==> src/design/wtcr_pkg.sv <==
`timescale 1ns / 1ps
`default_nettype none
// ----------------------------------------------------------------------------
// wtcr_pkg: shared types and constants for the wheel to click remapper
// Item layouts for both channels, command codes, button bit positions and
// the sizing constants of the wheel divider and the owed-click counter.
// ----------------------------------------------------------------------------
package wtcr_pkg;

  // Wheel divide: quotient = floor(delta / 2^DIV_SHIFT), range 0 .. 8
  localparam int DIV_SHIFT     = 2;
  // Owed clicks only grow while below this limit, range 1 .. 4096
  localparam int PENDING_LIMIT = 512;

  localparam int OWED_W    = 14;
  localparam int DELTA_W   = 16;
  localparam int BTN_W     = 4;
  localparam int MASK_W    = 3;
  localparam int REM_W     = (DIV_SHIFT == 0) ? 1 : DIV_SHIFT;
  localparam int SUM_W     = DELTA_W + 2;
  localparam int ADD_W     = SUM_W + 1;

  localparam logic [OWED_W-1:0] OWED_MAX  = {OWED_W{1'b1}};
  localparam logic [OWED_W-1:0] OWED_LIM  = OWED_W'(PENDING_LIMIT);
  localparam logic [REM_W-1:0]  REM_MASK  = REM_W'((1 << DIV_SHIFT) - 1);

  // Command codes
  localparam logic CMD_UPDATE = 1'b0;
  localparam logic CMD_TICK   = 1'b1;

  // Button bit positions
  localparam int BTN_LEFT   = 0;
  localparam int BTN_RIGHT  = 1;
  localparam int BTN_MIDDLE = 2;
  localparam int BTN_MACRO  = 3;

  // Click target codes
  localparam logic TGT_LEFT  = 1'b0;
  localparam logic TGT_RIGHT = 1'b1;

  localparam logic [MASK_W-1:0] MASK_LEFT  = 3'b001;
  localparam logic [MASK_W-1:0] MASK_RIGHT = 3'b010;
  localparam logic [MASK_W-1:0] MASK_NONE  = 3'b000;

  typedef struct packed {
    logic                      cmd;
    logic [BTN_W-1:0]          buttons;
    logic signed [DELTA_W-1:0] wheel_delta;
  } in_item_t;

  typedef struct packed {
    logic [MASK_W-1:0]         button_mask;
    logic signed [DELTA_W-1:0] delta_out;
    logic                      mode_active;
  } out_item_t;

endpackage : wtcr_pkg
`default_nettype wire

==> src/design/wheel_to_click_remapper.sv <==
`timescale 1ns / 1ps
`default_nettype none
// ----------------------------------------------------------------------------
// wheel_to_click_remapper: turn wheel motion into left/right click pulses
// Update items track button edges, toggle remap mode on the macro button
// and fold divided wheel motion into an owed-click count; tick items pay
// the owed clicks out as press/release pulses of the chosen button.
// ----------------------------------------------------------------------------
//
//   channel | direction | handshake              | payload
//   --------+-----------+------------------------+----------------------------
//   in_     | input     | in_valid / in_ready    | in_item  (cmd, buttons, delta)
//   out_    | output    | out_valid / out_ready  | out_item (mask, delta, mode)
//
// One item per cycle sustained while out_ready stays high; each item's
// result passes through the input register, then the result register,
// before it is offered on out_valid.
// The remapper state is updated when an item moves from the input register
// into the result register, so items see state strictly in arrival order.
// A stalled result holds in the result register while one more item waits
// in the input register; in_ready drops only when both are full and
// out_ready is low.
// Reset (rst_n low, synchronous) clears mode, target, phase, edge memory,
// owed clicks, remainder and both valid flags.
// ----------------------------------------------------------------------------
module wheel_to_click_remapper (
  input  wire logic               clk,
  input  wire logic               rst_n,
  input  wire logic               in_valid,
  output logic                    in_ready,
  input  wire wtcr_pkg::in_item_t in_item,
  output logic                    out_valid,
  input  wire logic               out_ready,
  output wtcr_pkg::out_item_t     out_item
);
  import wtcr_pkg::*;

  // Pipeline registers
  logic      s1_valid_r;
  in_item_t  s1_item_r;
  logic      out_valid_r;
  out_item_t out_item_r;
  logic      s1_adv;

  // Remapper state
  logic              remap_on_r,     remap_on_nxt;
  logic              click_target_r, click_target_nxt;
  logic              pulse_phase_r,  pulse_phase_nxt;
  logic              prev_macro_r,   prev_macro_nxt;
  logic              prev_middle_r,  prev_middle_nxt;
  logic              prev_left_r,    prev_left_nxt;
  logic              prev_right_r,   prev_right_nxt;
  logic [OWED_W-1:0] clicks_owed_r,  clicks_owed_nxt;
  logic [REM_W-1:0]  wheel_rem_r,    wheel_rem_nxt;
  out_item_t         result_nxt;

  // Datapath temporaries
  logic                    b_left, b_right, b_middle, b_macro;
  logic signed [SUM_W-1:0] sum;
  logic signed [SUM_W-1:0] quot;
  logic [SUM_W-1:0]        abs_q;
  logic [ADD_W-1:0]        owed_add;

  // Handshake: the input register advances when the result slot frees up
  assign s1_adv    = s1_valid_r && (!out_valid_r || out_ready);
  assign in_ready  = !s1_valid_r || s1_adv;
  assign out_valid = out_valid_r;
  assign out_item  = out_item_r;

  // Capture accepted items
  always_ff @(posedge clk) begin
    if (!rst_n) begin
      s1_valid_r <= 1'b0;
    end else if (in_ready) begin
      s1_valid_r <= in_valid;
    end
    if (in_valid && in_ready) begin
      s1_item_r <= in_item;
    end
  end

  // Compute next state and result for the item in the input register
  always_comb begin
    b_left   = s1_item_r.buttons[BTN_LEFT];
    b_right  = s1_item_r.buttons[BTN_RIGHT];
    b_middle = s1_item_r.buttons[BTN_MIDDLE];
    b_macro  = s1_item_r.buttons[BTN_MACRO];

    remap_on_nxt     = remap_on_r;
    click_target_nxt = click_target_r;
    pulse_phase_nxt  = pulse_phase_r;
    prev_macro_nxt   = prev_macro_r;
    prev_middle_nxt  = prev_middle_r;
    prev_left_nxt    = prev_left_r;
    prev_right_nxt   = prev_right_r;
    clicks_owed_nxt  = clicks_owed_r;
    wheel_rem_nxt    = wheel_rem_r;

    sum      = '0;
    quot     = '0;
    abs_q    = '0;
    owed_add = '0;

    result_nxt.button_mask = MASK_NONE;
    result_nxt.delta_out   = '0;

    if (s1_item_r.cmd == CMD_TICK) begin
      // Pay out owed clicks: press on one tick, release on the next
      if (!remap_on_r || clicks_owed_r == '0) begin
        pulse_phase_nxt = 1'b0;
      end else if (!pulse_phase_r) begin
        pulse_phase_nxt        = 1'b1;
        result_nxt.button_mask = (click_target_r == TGT_RIGHT) ? MASK_RIGHT : MASK_LEFT;
      end else begin
        pulse_phase_nxt = 1'b0;
        clicks_owed_nxt = clicks_owed_r - OWED_W'(1);
      end
    end else begin
      // Macro edge toggles the mode and drops all click bookkeeping
      if (b_macro && !prev_macro_r) begin
        remap_on_nxt     = !remap_on_r;
        click_target_nxt = TGT_LEFT;
        clicks_owed_nxt  = '0;
        wheel_rem_nxt    = '0;
        pulse_phase_nxt  = 1'b0;
      end

      // While middle held: tied edges pick right; tied at middle press, left wins
      if (remap_on_nxt) begin
        if (b_middle) begin
          if (b_left && !prev_left_r) click_target_nxt = TGT_LEFT;
          if (b_right && !prev_right_r) click_target_nxt = TGT_RIGHT;
        end
        if (b_middle && !prev_middle_r) begin
          if (b_right && !b_left) click_target_nxt = TGT_RIGHT;
          else if (b_left) click_target_nxt = TGT_LEFT;
        end
      end

      prev_macro_nxt  = b_macro;
      prev_middle_nxt = b_middle;
      prev_left_nxt   = b_left;
      prev_right_nxt  = b_right;

      if (!remap_on_nxt || s1_item_r.wheel_delta == '0) begin
        // Pass the item through, masking middle while remapping
        result_nxt.button_mask = s1_item_r.buttons[MASK_W-1:0];
        if (remap_on_nxt) result_nxt.button_mask[BTN_MIDDLE] = 1'b0;
        result_nxt.delta_out = s1_item_r.wheel_delta;
      end else begin
        // Consume the wheel: floor divide, keep remainder, grow owed count
        sum = {{(SUM_W-DELTA_W){s1_item_r.wheel_delta[DELTA_W-1]}},
               s1_item_r.wheel_delta}
            + {{(SUM_W-REM_W){1'b0}}, wheel_rem_nxt};
        quot          = sum >>> DIV_SHIFT;
        abs_q         = quot[SUM_W-1] ? SUM_W'(-quot) : SUM_W'(quot);
        wheel_rem_nxt = sum[REM_W-1:0] & REM_MASK;
        if (abs_q != '0 && clicks_owed_nxt < OWED_LIM) begin
          owed_add = {{(ADD_W-OWED_W){1'b0}}, clicks_owed_nxt}
                   + {{(ADD_W-SUM_W){1'b0}}, abs_q};
          clicks_owed_nxt = (owed_add > {{(ADD_W-OWED_W){1'b0}}, OWED_MAX})
                          ? OWED_MAX : owed_add[OWED_W-1:0];
        end
        result_nxt.button_mask = {1'b0, b_right, b_left};
      end
    end

    result_nxt.mode_active = remap_on_nxt;
  end

  // Commit state and load the result register
  always_ff @(posedge clk) begin
    if (!rst_n) begin
      remap_on_r     <= 1'b0;
      click_target_r <= TGT_LEFT;
      pulse_phase_r  <= 1'b0;
      prev_macro_r   <= 1'b0;
      prev_middle_r  <= 1'b0;
      prev_left_r    <= 1'b0;
      prev_right_r   <= 1'b0;
      clicks_owed_r  <= '0;
      wheel_rem_r    <= '0;
      out_valid_r    <= 1'b0;
    end else begin
      if (s1_adv) begin
        remap_on_r     <= remap_on_nxt;
        click_target_r <= click_target_nxt;
        pulse_phase_r  <= pulse_phase_nxt;
        prev_macro_r   <= prev_macro_nxt;
        prev_middle_r  <= prev_middle_nxt;
        prev_left_r    <= prev_left_nxt;
        prev_right_r   <= prev_right_nxt;
        clicks_owed_r  <= clicks_owed_nxt;
        wheel_rem_r    <= wheel_rem_nxt;
      end
      if (s1_adv) begin
        out_valid_r <= 1'b1;
      end else if (out_ready) begin
        out_valid_r <= 1'b0;
      end
    end
    if (s1_adv) begin
      out_item_r <= result_nxt;
    end
  end

  // Owed clicks only exist while remapping
  a_owed_needs_mode: assert property (@(posedge clk) disable iff (!rst_n)
    !remap_on_r |-> (clicks_owed_r == '0))
    else $error("owed clicks present with remap mode off");

  // A pending release only exists while remapping
  a_phase_needs_mode: assert property (@(posedge clk) disable iff (!rst_n)
    pulse_phase_r |-> remap_on_r)
    else $error("pulse phase set with remap mode off");

  // A fresh result reports the mode that the state now holds
  a_mode_matches: assert property (@(posedge clk) disable iff (!rst_n)
    $past(s1_adv && rst_n) |-> (out_item_r.mode_active == remap_on_r))
    else $error("result mode differs from committed mode");

  // Middle is never reported while remapping
  a_middle_masked: assert property (@(posedge clk) disable iff (!rst_n)
    (out_valid_r && out_item_r.mode_active) |-> !out_item_r.button_mask[BTN_MIDDLE])
    else $error("middle button reported in remap mode");

endmodule : wheel_to_click_remapper
`default_nettype wire
==> config.mk <==
export PLATFORM = sky130hd
export DESIGN_NAME = wheel_to_click_remapper
export DESIGN_NICKNAME = d
export VERILOG_FILES = /design/src/design/wtcr_pkg.sv /design/src/design/wheel_to_click_remapper.sv
export SDC_FILE = /design/constraint.sdc
export NUM_CORES = 1
export LEC_CHECK = 0
export BUFFER_PORTS_ARGS = -buffer_cell sky130_fd_sc_hd__buf_2
export CAP_MARGIN = 10
export CORE_MARGIN = 10
export CORE_UTILIZATION = 60
export CTS_BUF_LIST = sky130_fd_sc_hd__clkbuf_4 sky130_fd_sc_hd__clkbuf_8
export DETAILED_ROUTE_END_ITERATION = 10
export HOLD_SLACK_MARGIN = 0.03
export PLACE_DENSITY = 0.81
export SYNTH_ARGS = -nofsm -noshare
export SYNTH_HDL_FRONTEND = slang
export SYNTH_SLANG_ARGS = --single-unit
==> constraint.sdc <==
create_clock -name clk -period 15.1 [get_ports clk]
set_input_delay 1.51 -clock clk [delete_from_list [all_inputs] [get_ports clk]]
set_output_delay 1.51 -clock clk [all_outputs]
set_load 0.02 [all_outputs]
==> summary.md, run 1 <==
| Metric | Value |
|---|---|
| Most common cell after layout, fill and taps aside | nand2_1 |
| DRT iter0 DRCs | 359 |
| Post-synth EDFFs | 41 |
| Final Cycle Share | 0.445 |
| Non-Filler Instances | 655 |
| Die width | 108 µm |
| Number of slew-limit violations in the final report | 0 |
| Hold_buf cts | 0 |
| Worst EP required | 15.34 ns |
| Crit Path Max Fanout | 20 |
| Synth Cell Area | 0.00464 mm² |
| Peak VDD IR | 0.0925 mV |
| Share of layout cells above drive strength 1 | 0.148 |
| Relative slew slack | 0.332 |
| RSZ-0062 raised after global routing | no |
| Number of global-route vias before repair | 3945 |
| Worst Tran Pin Value | 1.00 ns |
| Worst Hold Slack | 0.463 ns |
| Port Buffers | 46 |
| Critical path capture point type | register |
| Commonest cells after routing, fill and taps aside | 51 x nand2_1, 46 x buf_2, 41 x edfxtp_1, 32 x a21oi_1, 31 x and2_1 |
| TritonRoute pass-1 iters | 5 |
| Row count | 32 |
| Clock tree sinks | 66 |
| Setup violators final | 0 |
| Final count of hold timing violations | 0 |
| IO Pins | 47 |
| Ys Warns | 0 |
| Clk slew on worst S/H paths | 0.08 ns |
| Pin count of the biggest net entering global routing | 29 |
| CTS tree | built |
| Drt total wl | 11500 µm |
| Die Span Y | 108 µm |
| Design Power | 0.473 mW |
| Most used routing layer | met2 |
| Via count | 4085 |
| Cell Area, Placed | 0.00490 mm² |
| Max_cap viols | 0 |
| Synthesized flop and latch total | 66 |
| Mapped Avg Cell Area | 9.06 µm² |
| DR DRC count | 0 |
| HPWL Detailed | 8370 µm |
| Final Cell Area | 0.00512 mm² |
| GR Layer Usage met2 | 0.337 |
| Outcome | finished, final reports clean |
| Met1 usage | 0.260 |
| GR Overflow Total | 0 |
| Initial Util | 0.610 |
| Netlist cell types | 76 |
| Inserted Clock Buffers | 9 |
| Pwr Density | 92.3 mW/mm² |
| Nets | 592 |
| Sequential fraction of the synthesis area | 0.373 |
| Worst Hold Class | register to register |
| Clock buffer depth | 2 |
| Clock skew | 0.00996 ns |
| Met3 usage | 0.0329 |
| Initial antenna violation count | 0 |
| Vias/cell | 6.24 |
| First-pass GRT wire length | 19200 µm |
| Resize count post-CTS | 0 |
| Synth-to-layout area growth | 10.4% |
| Critical path class | register to register |
| Clock latency on the worst-skew pair | 0.36 ns |
| # H-tree levels | 3 |
| Routed WL per cell | 17.6 µm |
| Dpl cells | 639 |
| Diodes inserted | 0 |
| Die area | 0.0116 mm² |
| Mapped Nets | 556 |
| Max frequency | 149 MHz |
| Core Util, Final | 0.673 |
| Startpoint class of the critical path | register |
| Final WS setup | 8.39 ns |
| Pleak | 2.00 nW |
| Gpl congestion | 0.931 |
| CP arrival | 6.95 ns |
| Post-synth ARST share | 0 |
| Final setup TNS | 0 ns |
| Mapped Cells | 512 |
| ANT nets after route | 0 |
| Setup bufs post-CTS | 0 |
| Top FF cell, synth | edfxtp_1 |
| Clk root buf | clkbuf_8 |
| Pre-CTS WS | 8.52 ns |
| GRT Resource Usage Total | 0.204 |
| Core ar. | 0.00761 mm² |
| Crit path time final | 6.71 ns |
[critical path, cell delays in order, from the launching register on]
cell and delay, ns:
dfxtp_1 0.32, nand2b_1 0.42, and2_1 0.31, ha_1 0.22
fa_1 0.58, xor2_1 0.25, a2111oi_0 0.52, or2_0 0.39
a31oi_1 0.16, xnor2_1 0.23, ha_1 0.31, a21o_1 0.24
or3_1 0.32, o221a_2 0.26, o31a_1 0.26, o21ai_0 0.16
a31oi_1 0.16, a31oi_1 0.76, nand2_1 0.13, a2111oi_0 0.51
nor2_1 0.09
[kinds of logic (layout without fill, tap and decap cells)]
group,Yosys count,count (layout),share of synthesized area
buffers and inverters,42,83,0.0402
AND/OR/NAND/NOR,203,203,0.240
XOR/XNOR,34,34,0.0642
multiplexers,14,14,0.0313
adder cells (fa/ha/maj),19,19,0.0545
flip-flops,66,66,0.373
AO/OA/AOI/OAI,134,134,0.196
[final timing paths]
check / depth (start not counted) / slack [ns] / startpoint / end
worst max-delay path: 20 / 8.39 / prev_macro_r$_SDFFE_PN0P_ / clicks_owed_r[11]$_SDFFE_PN0P_
worst min-delay path: 2 / 0.46 / prev_right_r$_SDFFE_PN0P_ / prev_right_r$_SDFFE_PN0P_
worst max register to register: 20 / 8.39 / prev_macro_r$_SDFFE_PN0P_ / clicks_owed_r[11]$_SDFFE_PN0P_
worst min register to register: 2 / 0.46 / prev_right_r$_SDFFE_PN0P_ / prev_right_r$_SDFFE_PN0P_
[layout make-up]
type,instances,area [µm²]
Clock buffer,9,124
Timing Repair Buffer,48,245
Tap cell,102,128
Inverter,19,71.3
Fill cell,644,2490
Sequential cell,66,1730
Multi-Input combinational cell,404,2720
Clock inverter,7,101
[registers in the layout, summed over array words and instances, names as in the netlist, 2 cells and up]
name,cells
clicks_owed_r,14
s1_item_r,17
out_item,20
wheel_rem_r,2
[synth_stat cells, types with 5 or more instances]
library cell / instances / area, µm²
o21ai_1: 6 / 30.0
and3_1: 5 / 31.3
edfxtp_1: 41 / 1230
nor3b_1: 5 / 37.5
xor2_1: 13 / 114
nand2_1: 51 / 191
a31oi_1: 8 / 50.1
inv_1: 17 / 63.8
nand4_1: 8 / 50.1
a21o_1: 7 / 52.6
nand3_1: 17 / 85.1
and2_1: 31 / 194
a21oi_1: 32 / 160
o21ai_0: 29 / 145
xnor2_1: 21 / 184
dfxtp_1: 25 / 500
mux2i_1: 13 / 130
ha_1: 17 / 213
or3_1: 11 / 68.8
nor3_1: 14 / 70.1
o211ai_1: 5 / 37.5
nor2b_1: 5 / 31.3
buf_2: 5 / 25.0
clkbuf_1: 12 / 45.0
nor2_1: 27 / 101
a211oi_1: 5 / 37.5
nand2b_1: 7 / 43.8
[report_power, final]
part           switching, mW  leakage, nW  internal, mW  total [mW]
combinational         0.0580         1.30        0.0358      0.0938
clock                 0.0736        0.106        0.0939       0.168
sequential           0.00957        0.596         0.202       0.211
total                  0.141         2.00         0.331       0.473
[layer usage]
metal,part of all wire,up-vias
li1,-,1963
met1,0.42,1928
met2,0.49,163
met3,0.064,31
met4,0.022,0
met5,0,-
Power figures use the tool's default switching activity.
==> inputs of run 2 (changes only) <==
==> constraint.sdc (replaced) <==
create_clock -name clk -period 6.85 [get_ports clk]
set_input_delay 0.685 -clock clk [delete_from_list [all_inputs] [get_ports clk]]
set_output_delay 0.685 -clock clk [all_outputs]
set_load 0.02 [all_outputs]
==> run 2 against run 1 <==
  * Core utilization up 0.51 points
  * Worst hold slack better by 0.0043 ns
  * Sequential power increased by 120%
  * Critical path type unchanged
  * Clock power is 150% higher
  * Maximum frequency up 14%
  * Critical path depth increased by 2
  * Setup slack worse by 7.4 ns
  * Largest power group unchanged
  * Die area is the same
  * First-iteration DRC count increased by 7.5%
  * Flip-flop and latch count did not move
  * Non-clock buffer count rose by 2
  * Via count grew 0.88%
==> summary.md, run 2 (same netlist as run 1, synthesis figures left out) <==
| Metric | Value |
|---|---|
| Core ar. | 0.00761 mm² (unchanged) |
| Pleak | 2.03 nW (+1.3%) |
| Crit Path Max Fanout | 20 (unchanged) |
| First-pass GRT wire length | 18700 µm (-2.2%) |
| Resize count post-CTS | 0 (unchanged) |
| Filler cell count | 590 (-8.4%) |
| Relative slew slack | 0.365 (+0.0332) |
| Worst Hold Slack | 0.468 ns (+0.00431 ns) |
| Critical path class | register to register |
| Gpl congestion | 0.937 (+0.61%) |
| HPWL Detailed | 8290 µm (-1.0%) |
| RR Endpoint | clicks_owed_r[11]$_SDFFE_PN0P_ |
| Routed WL per cell | 17.6 µm (about the same) |
| Share of layout cells above drive strength 1 | 0.151 (+0.00307) |
| Number of slew-limit violations in the final report | 0 (unchanged) |
| Max stage delay on crit path | 0.58 ns (-0.18 ns) |
| Final count of hold timing violations | 0 (unchanged) |
| Clock Power Share | 0.380 (+0.026) |
| Inserted Clock Buffers | 9 (unchanged) |
| Cell mode on critical path | a31oi_1 |
| Number of flip-flops in the largest register | 20 (unchanged) |
| Worst Tran Pin Value | 0.952 ns (-0.0498 ns) |
| Clock skew | 0.0170 ns (+0.00702 ns) |
| R2r setup slk | 0.95 ns (-7.44 ns) |
| GR Overflow Total | 0 (unchanged) |
| Clock latency on the worst-skew pair | 0.36 ns (about the same) |
| Crit path to | clicks_owed_r[11]$_SDFFE_PN0P_ |
| Final Cycle Share | 0.862 (+0.417) |
| ANT nets after route | 0 (unchanged) |
| Worst Hold Class | register to register |
| Peak VDD IR | 0.149 mV (+61%) |
| Vias/cell | 6.27 (+0.57%) |
| DR DRC count | 0 (unchanged) |
| CP Cell Sequence | nand2b_1 > buf_4 > and2_1 > ha_1 > fa_1 > xor2_1 > a2111oi_0 > or2_0 > a31oi_1 > xnor2_1 > ha_1 > a21o_1 > or3_1 > o221a_2 > o31a_1 > o21ai_0 > a31oi_1 > a31oi_1 > buf_4 > nand2_1 > a2111oi_0 > nor2_1 |
| Critical path capture point type | register |
| Worst EP required | 7.10 ns (-8.24 ns) |
| Row count | 32 (unchanged) |
| Clock tree sinks | 66 (unchanged) |
| Clock buffer depth | 2 (unchanged) |
| Max frequency | 169 MHz (+14%) |
| Sw Share | 0.291 (-0.00798) |
| Total net switching power | 0.315 mW (+120%) |
| Nets | 594 (+0.34%) |
| DRT iter0 DRCs | 386 (+7.5%) |
| R2R depth | 22 (+10%) |
| RSZ-0062 raised after global routing | no |
| Combinational share of power | 0.190 (-0.008) |
| Startpoint class of the critical path | register |
| Max_cap viols | 0 (unchanged) |
| Final setup TNS | 0 ns (unchanged) |
| Die area | 0.0116 mm² (unchanged) |
| Pin count of the biggest net entering global routing | 29 (unchanged) |
| Die width | 108 µm (unchanged) |
| Port Buffers | 46 (unchanged) |
| # H-tree levels | 3 (unchanged) |
| Diodes inserted | 0 (unchanged) |
| Synth-to-layout area growth | 11.2% |
| CTS tree | built |
| Hold_buf cts | 0 (unchanged) |
| TritonRoute pass-1 iters | 6 (+1) |
| Clk root buf | clkbuf_8 |
| Via count | 4121 (+0.88%) |
| Number of global-route vias before repair | 3929 (-0.41%) |
| Setup violators final | 0 (unchanged) |
| Drt total wl | 11600 µm (+0.33%) |
| Worst setup path start | prev_macro_r$_SDFFE_PN0P_ |
| Most common cell after layout, fill and taps aside | nand2_1 |
| R2r startpoint | prev_macro_r$_SDFFE_PN0P_ |
| GRT Resource Usage Total | 0.199 (-0.00447) |
| Commonest cells after routing, fill and taps aside | 51 x nand2_1, 46 x buf_2, 41 x edfxtp_1, 32 x a21oi_1, 31 x and2_1 |
| Critical-path top delay cell | fa_1 |
| Pwr Density | 210 mW/mm² (+130%) |
| IO Pins | 47 (unchanged) |
| Clk slew on worst S/H paths | 0.09 ns (about the same) |
| Die Span Y | 108 µm (unchanged) |
| Initial Util | 0.610 (unchanged) |
| Outcome | finished, final reports clean |
| Pint | 0.769 mW (+130%) |
| Crit path time final | 5.90 ns (-0.810 ns) |
| Setup bufs post-CTS | 0 (unchanged) |
| Initial antenna violation count | 0 (unchanged) |
| Sequential power share | 0.430 (-0.017) |
| CP arrival | 6.15 ns (-0.80 ns) |
-- run 2: cell types whose count changed in the layout (fill, tap and decap cells not counted), sizes merged --
cell and change:
clkinvlp -2, bufinv +1, buf +2, clkinv +1
-- run 2: cell type report --
type,count,area (µm²),share of cell area
multi-input cells,404,2720,0.527
flip-flops and latches,66,1730,0.336
repair buffers,50,260,0.0504
well taps,102,128,0.0247
clock inverters,7,125,0.0242
clock buffers,9,124,0.0240
inverters,19,71.3,0.0138
-- run 2: power by group through the flow --
stage / clock network (mW) / registers (mW) / logic (mW)
2_1_floorplan: 0 / 0.473 / 0.152
3_3_place_gp: 0 / 0.472 / 0.196
3_5_place_dp: 0 / 0.473 / 0.201
4_1_cts: 0.410 / 0.465 / 0.204
5_1_grt: 0.428 / 0.468 / 0.227
6_report: 0.412 / 0.466 / 0.206
-- run 2: per-stage QoR --
stage	setup slack (ns)	area [µm²]	cells	utilization	power, mW
3_5_place_dp	1.03	4910	641	0.646	0.675
5_1_grt	0.177	5160	657	0.678	1.12
3_3_place_gp	1.21	4910	641	0.646	0.668
6_report	0.948	5160	657	0.678	1.08
4_1_cts	0.979	5160	657	0.678	1.08
2_1_floorplan	1.39	4640	512	-	0.625
-- run 2: worst min-delay path by stage --
stage	from	to	slack, ns	cells past startpoint
2_1_floorplan	prev_left_r$_SDFFE_PN0P_	prev_left_r$_SDFFE_PN0P_	0.44	2
3_3_place_gp	prev_left_r$_SDFFE_PN0P_	prev_left_r$_SDFFE_PN0P_	0.45	2
3_5_place_dp	prev_left_r$_SDFFE_PN0P_	prev_left_r$_SDFFE_PN0P_	0.46	2
4_1_cts	prev_left_r$_SDFFE_PN0P_	prev_left_r$_SDFFE_PN0P_	0.47	2
5_1_grt	in_item[16]	b_left$_DFFE_PP_	0.49	1
6_report	prev_right_r$_SDFFE_PN0P_	prev_right_r$_SDFFE_PN0P_	0.47	2
-- run 2: routing by layer --
layer | GRT usage | part of all wire | up-vias
li1 | - | - | 1963
met1 | 0.247 | 0.42 | 1941
met2 | 0.330 | 0.49 | 193
met3 | 0.0425 | 0.068 | 24
met4 | 0.0811 | 0.025 | 0
met5 | 0 | 0 | -
-- run 2: worst max-delay path: cells and delay by family, from the launching register on --
family | cells | cell delay [ns]
AO/OA/AOI/OAI | 9 | 2.33
XOR/XNOR | 2 | 0.42
adder cells (fa/ha/maj) | 3 | 1.16
buffers and inverters | 2 | 0.39
flip-flops | 1 | 0.32
AND/OR/NAND/NOR | 6 | 1.17
==> inputs of run 3 (changes only) <==
--- a/config.mk
+++ b/config.mk
@@ -12,7 +12,7 @@
 export CTS_BUF_LIST = sky130_fd_sc_hd__clkbuf_4 sky130_fd_sc_hd__clkbuf_8
 export DETAILED_ROUTE_END_ITERATION = 10
 export HOLD_SLACK_MARGIN = 0.03
-export PLACE_DENSITY = 0.81
+export PLACE_DENSITY_LB_ADDON = 0.25
 export SYNTH_ARGS = -nofsm -noshare
 export SYNTH_HDL_FRONTEND = slang
 export SYNTH_SLANG_ARGS = --single-unit
==> run 3 against run 2 <==
  * Critical path depth grew 1
  * Die area is the same
  * Critical path type unchanged
  * Critical endpoint unchanged
  * Register-to-register slack gained 0.03 ns
  * Wire length shrank 2.3%
  * Non-clock buffer count grew 1
  * Core utilization shrank 0.44 points
  * Sequential share of layout area grew 0.22 points
  * Maximum frequency grew 0.47%
  * Total power shrank 5.9%
==> summary.md, run 3 (same netlist as run 1, synthesis figures left out) <==
| Metric | Value |
|---|---|
| Max_cap viols | 0 (unchanged) |
| Relative slew slack | 0.270 (-0.0947) |
| GRT Resource Usage Total | 0.200 (+0.000549) |
| Worst EP required | 7.08 ns (-0.02 ns) |
| Number of flip-flops in the largest register | 20 (unchanged) |
| ANT nets after route | 0 (unchanged) |
| CTS tree | built |
| Hold_buf cts | 0 (unchanged) |
| Routed WL per cell | 17.2 µm (-2.4%) |
| Die area | 0.0116 mm² (unchanged) |
| Final Cycle Share | 0.858 (-0.00405) |
| Drt total wl | 11300 µm (-2.3%) |
| Die width | 108 µm (unchanged) |
| Clock latency on the worst-skew pair | 0.35 ns (about the same) |
| DR DRC count | 0 (unchanged) |
| Inserted Clock Buffers | 9 (unchanged) |
| Clk root buf | clkbuf_8 |
| GR Overflow Total | 0 (unchanged) |
| Critical path capture point type | register |
| Diodes inserted | 0 (unchanged) |
| RSZ-0062 raised after global routing | no |
| TritonRoute pass-1 iters | 5 (-1) |
| Initial Util | 0.610 (unchanged) |
| Core ar. | 0.00761 mm² (unchanged) |
| Clock tree sinks | 66 (unchanged) |
| DRT iter0 DRCs | 272 (-30%) |
| Clock skew | 0.0107 ns (-0.00626 ns) |
| Gpl congestion | 0.909 (-3.0%) |
| Via count | 4022 (-2.4%) |
| Port Buffers | 46 (unchanged) |
| Row count | 32 (unchanged) |
| Initial antenna violation count | 0 (unchanged) |
| Outcome | finished, final reports clean |
| Pwr Density | 199 mW/mm² (-5.3%) |
| Setup violators final | 0 (unchanged) |
| Peak VDD IR | 0.188 mV (+26%) |
| Pin count of the biggest net entering global routing | 29 (unchanged) |
| Startpoint class of the critical path | register |
| Clock buffer depth | 2 (unchanged) |
| CP arrival | 6.10 ns (-0.05 ns) |
| Die Span Y | 108 µm (unchanged) |
| Critical path class | register to register |
| Synth-to-layout area growth | 10.5% |
| Number of slew-limit violations in the final report | 0 (unchanged) |
| Number of global-route vias before repair | 3959 (+0.76%) |
| Max frequency | 170 MHz (+0.47%) |
| Setup bufs post-CTS | 0 (unchanged) |
| # H-tree levels | 3 (unchanged) |
| Crit path time final | 5.87 ns (-0.0277 ns) |
| HPWL Detailed | 8380 µm (+1.1%) |
| Nets | 595 (+0.17%) |
| Pleak | 2.01 nW (-0.78%) |
| Share of layout cells above drive strength 1 | 0.153 (+0.00153) |
| Final setup TNS | 0 ns (unchanged) |
| Worst Hold Class | register to register |
| Clk slew on worst S/H paths | 0.08 ns (about the same) |
| Most common cell after layout, fill and taps aside | nand2_1 |
| First-pass GRT wire length | 19000 µm (+1.2%) |
| Core Util, Final | 0.674 (-0.00444) |
| Commonest cells after routing, fill and taps aside | 51 x nand2_1, 46 x buf_2, 41 x edfxtp_1, 32 x a21oi_1, 31 x and2_1 |
| Final count of hold timing violations | 0 (unchanged) |
| Vias/cell | 6.11 (-2.6%) |
| IO Pins | 47 (unchanged) |
| Worst Tran Pin Value | 1.09 ns (+0.142 ns) |
| Resize count post-CTS | 0 (unchanged) |
| Crit Path Max Fanout | 20 (unchanged) |
==> run 3: cell types whose count changed in the layout (fill, tap and decap cells not counted), sizes merged <==
cell and delta:
inv +2, clkinvlp +1, bufinv -2, buf +1
clkbuf +1, clkinv -2
==> run 3: stage by stage <==
| step | instance area [µm²] | setup WS (ns) | total power, mW | instances | hold WS (ns) |
|---|---|---|---|---|---|
| 6_report | 5130 | 0.976 | 1.02 | 658 | 0.466 |
| 3_3_place_gp | 4920 | 1.28 | 0.669 | 642 | 0.447 |
| 5_1_grt | 5130 | 0.486 | 1.07 | 658 | 0.492 |
| 4_1_cts | 5130 | 1.01 | 1.02 | 658 | 0.468 |
| 2_1_floorplan | 4640 | 1.39 | 0.625 | 512 | 0.437 |
| 3_5_place_dp | 4920 | 1.04 | 0.675 | 642 | 0.455 |
==> run 3: path summary, 6_finish.rpt <==
check | start | to | slack (ns) | cells past startpoint
worst max-delay path | prev_macro_r$_SDFFE_PN0P_ | clicks_owed_r[11]$_SDFFE_PN0P_ | 0.98 | 23
worst min-delay path | prev_left_r$_SDFFE_PN0P_ | prev_left_r$_SDFFE_PN0P_ | 0.47 | 2
worst max register to register | prev_macro_r$_SDFFE_PN0P_ | clicks_owed_r[11]$_SDFFE_PN0P_ | 0.98 | 23
worst min register to register | prev_left_r$_SDFFE_PN0P_ | prev_left_r$_SDFFE_PN0P_ | 0.47 | 2
==> run 3: area by class of cell <==
cell class | count | area, µm²
Clock buffer | 10 | 138
Clock inverter | 6 | 70.1
Fill cell | 627 | 2480
Inverter | 19 | 71.3
Multi-Input combinational cell | 404 | 2720
Sequential cell | 66 | 1730
Tap cell | 102 | 128
Timing Repair Buffer | 51 | 268
==> run 3: worst max-delay path: stages, from the launching register on <==
cell       delay (ns)
dfxtp_1          0.33
nand2b_1         0.14
buf_4            0.19
and2_1           0.17
ha_1             0.22
fa_1             0.37
buf_4            0.19
xor2_1           0.18
a2111oi_0        0.57
or2_0            0.40
a31oi_1          0.15
xnor2_1          0.23
ha_1             0.30
a21o_1           0.23
or3_1            0.31
o221a_2          0.26
o31a_1           0.27
o21ai_0          0.17
a31oi_1          0.16
a31oi_1          0.21
buf_4            0.19
nand2_1          0.06
a2111oi_0        0.38
nor2_1           0.08
==> run 3: where the power goes <==
| group | switching (mW) | internal [mW] |
|---|---|---|
| Sequential | 0.0206 | 0.444 |
| Clock | 0.169 | 0.182 |
| Combinational | 0.125 | 0.0796 |
==> run 3: metal layers <==
layer  vias to the layer above  wire length (µm)  track usage
li1                       1966                 -            -
met1                      1917              5030        0.257
met2                       116              5450        0.324
met3                        23               556       0.0425
met4                         0               283       0.0744
met5                         -                 0            0
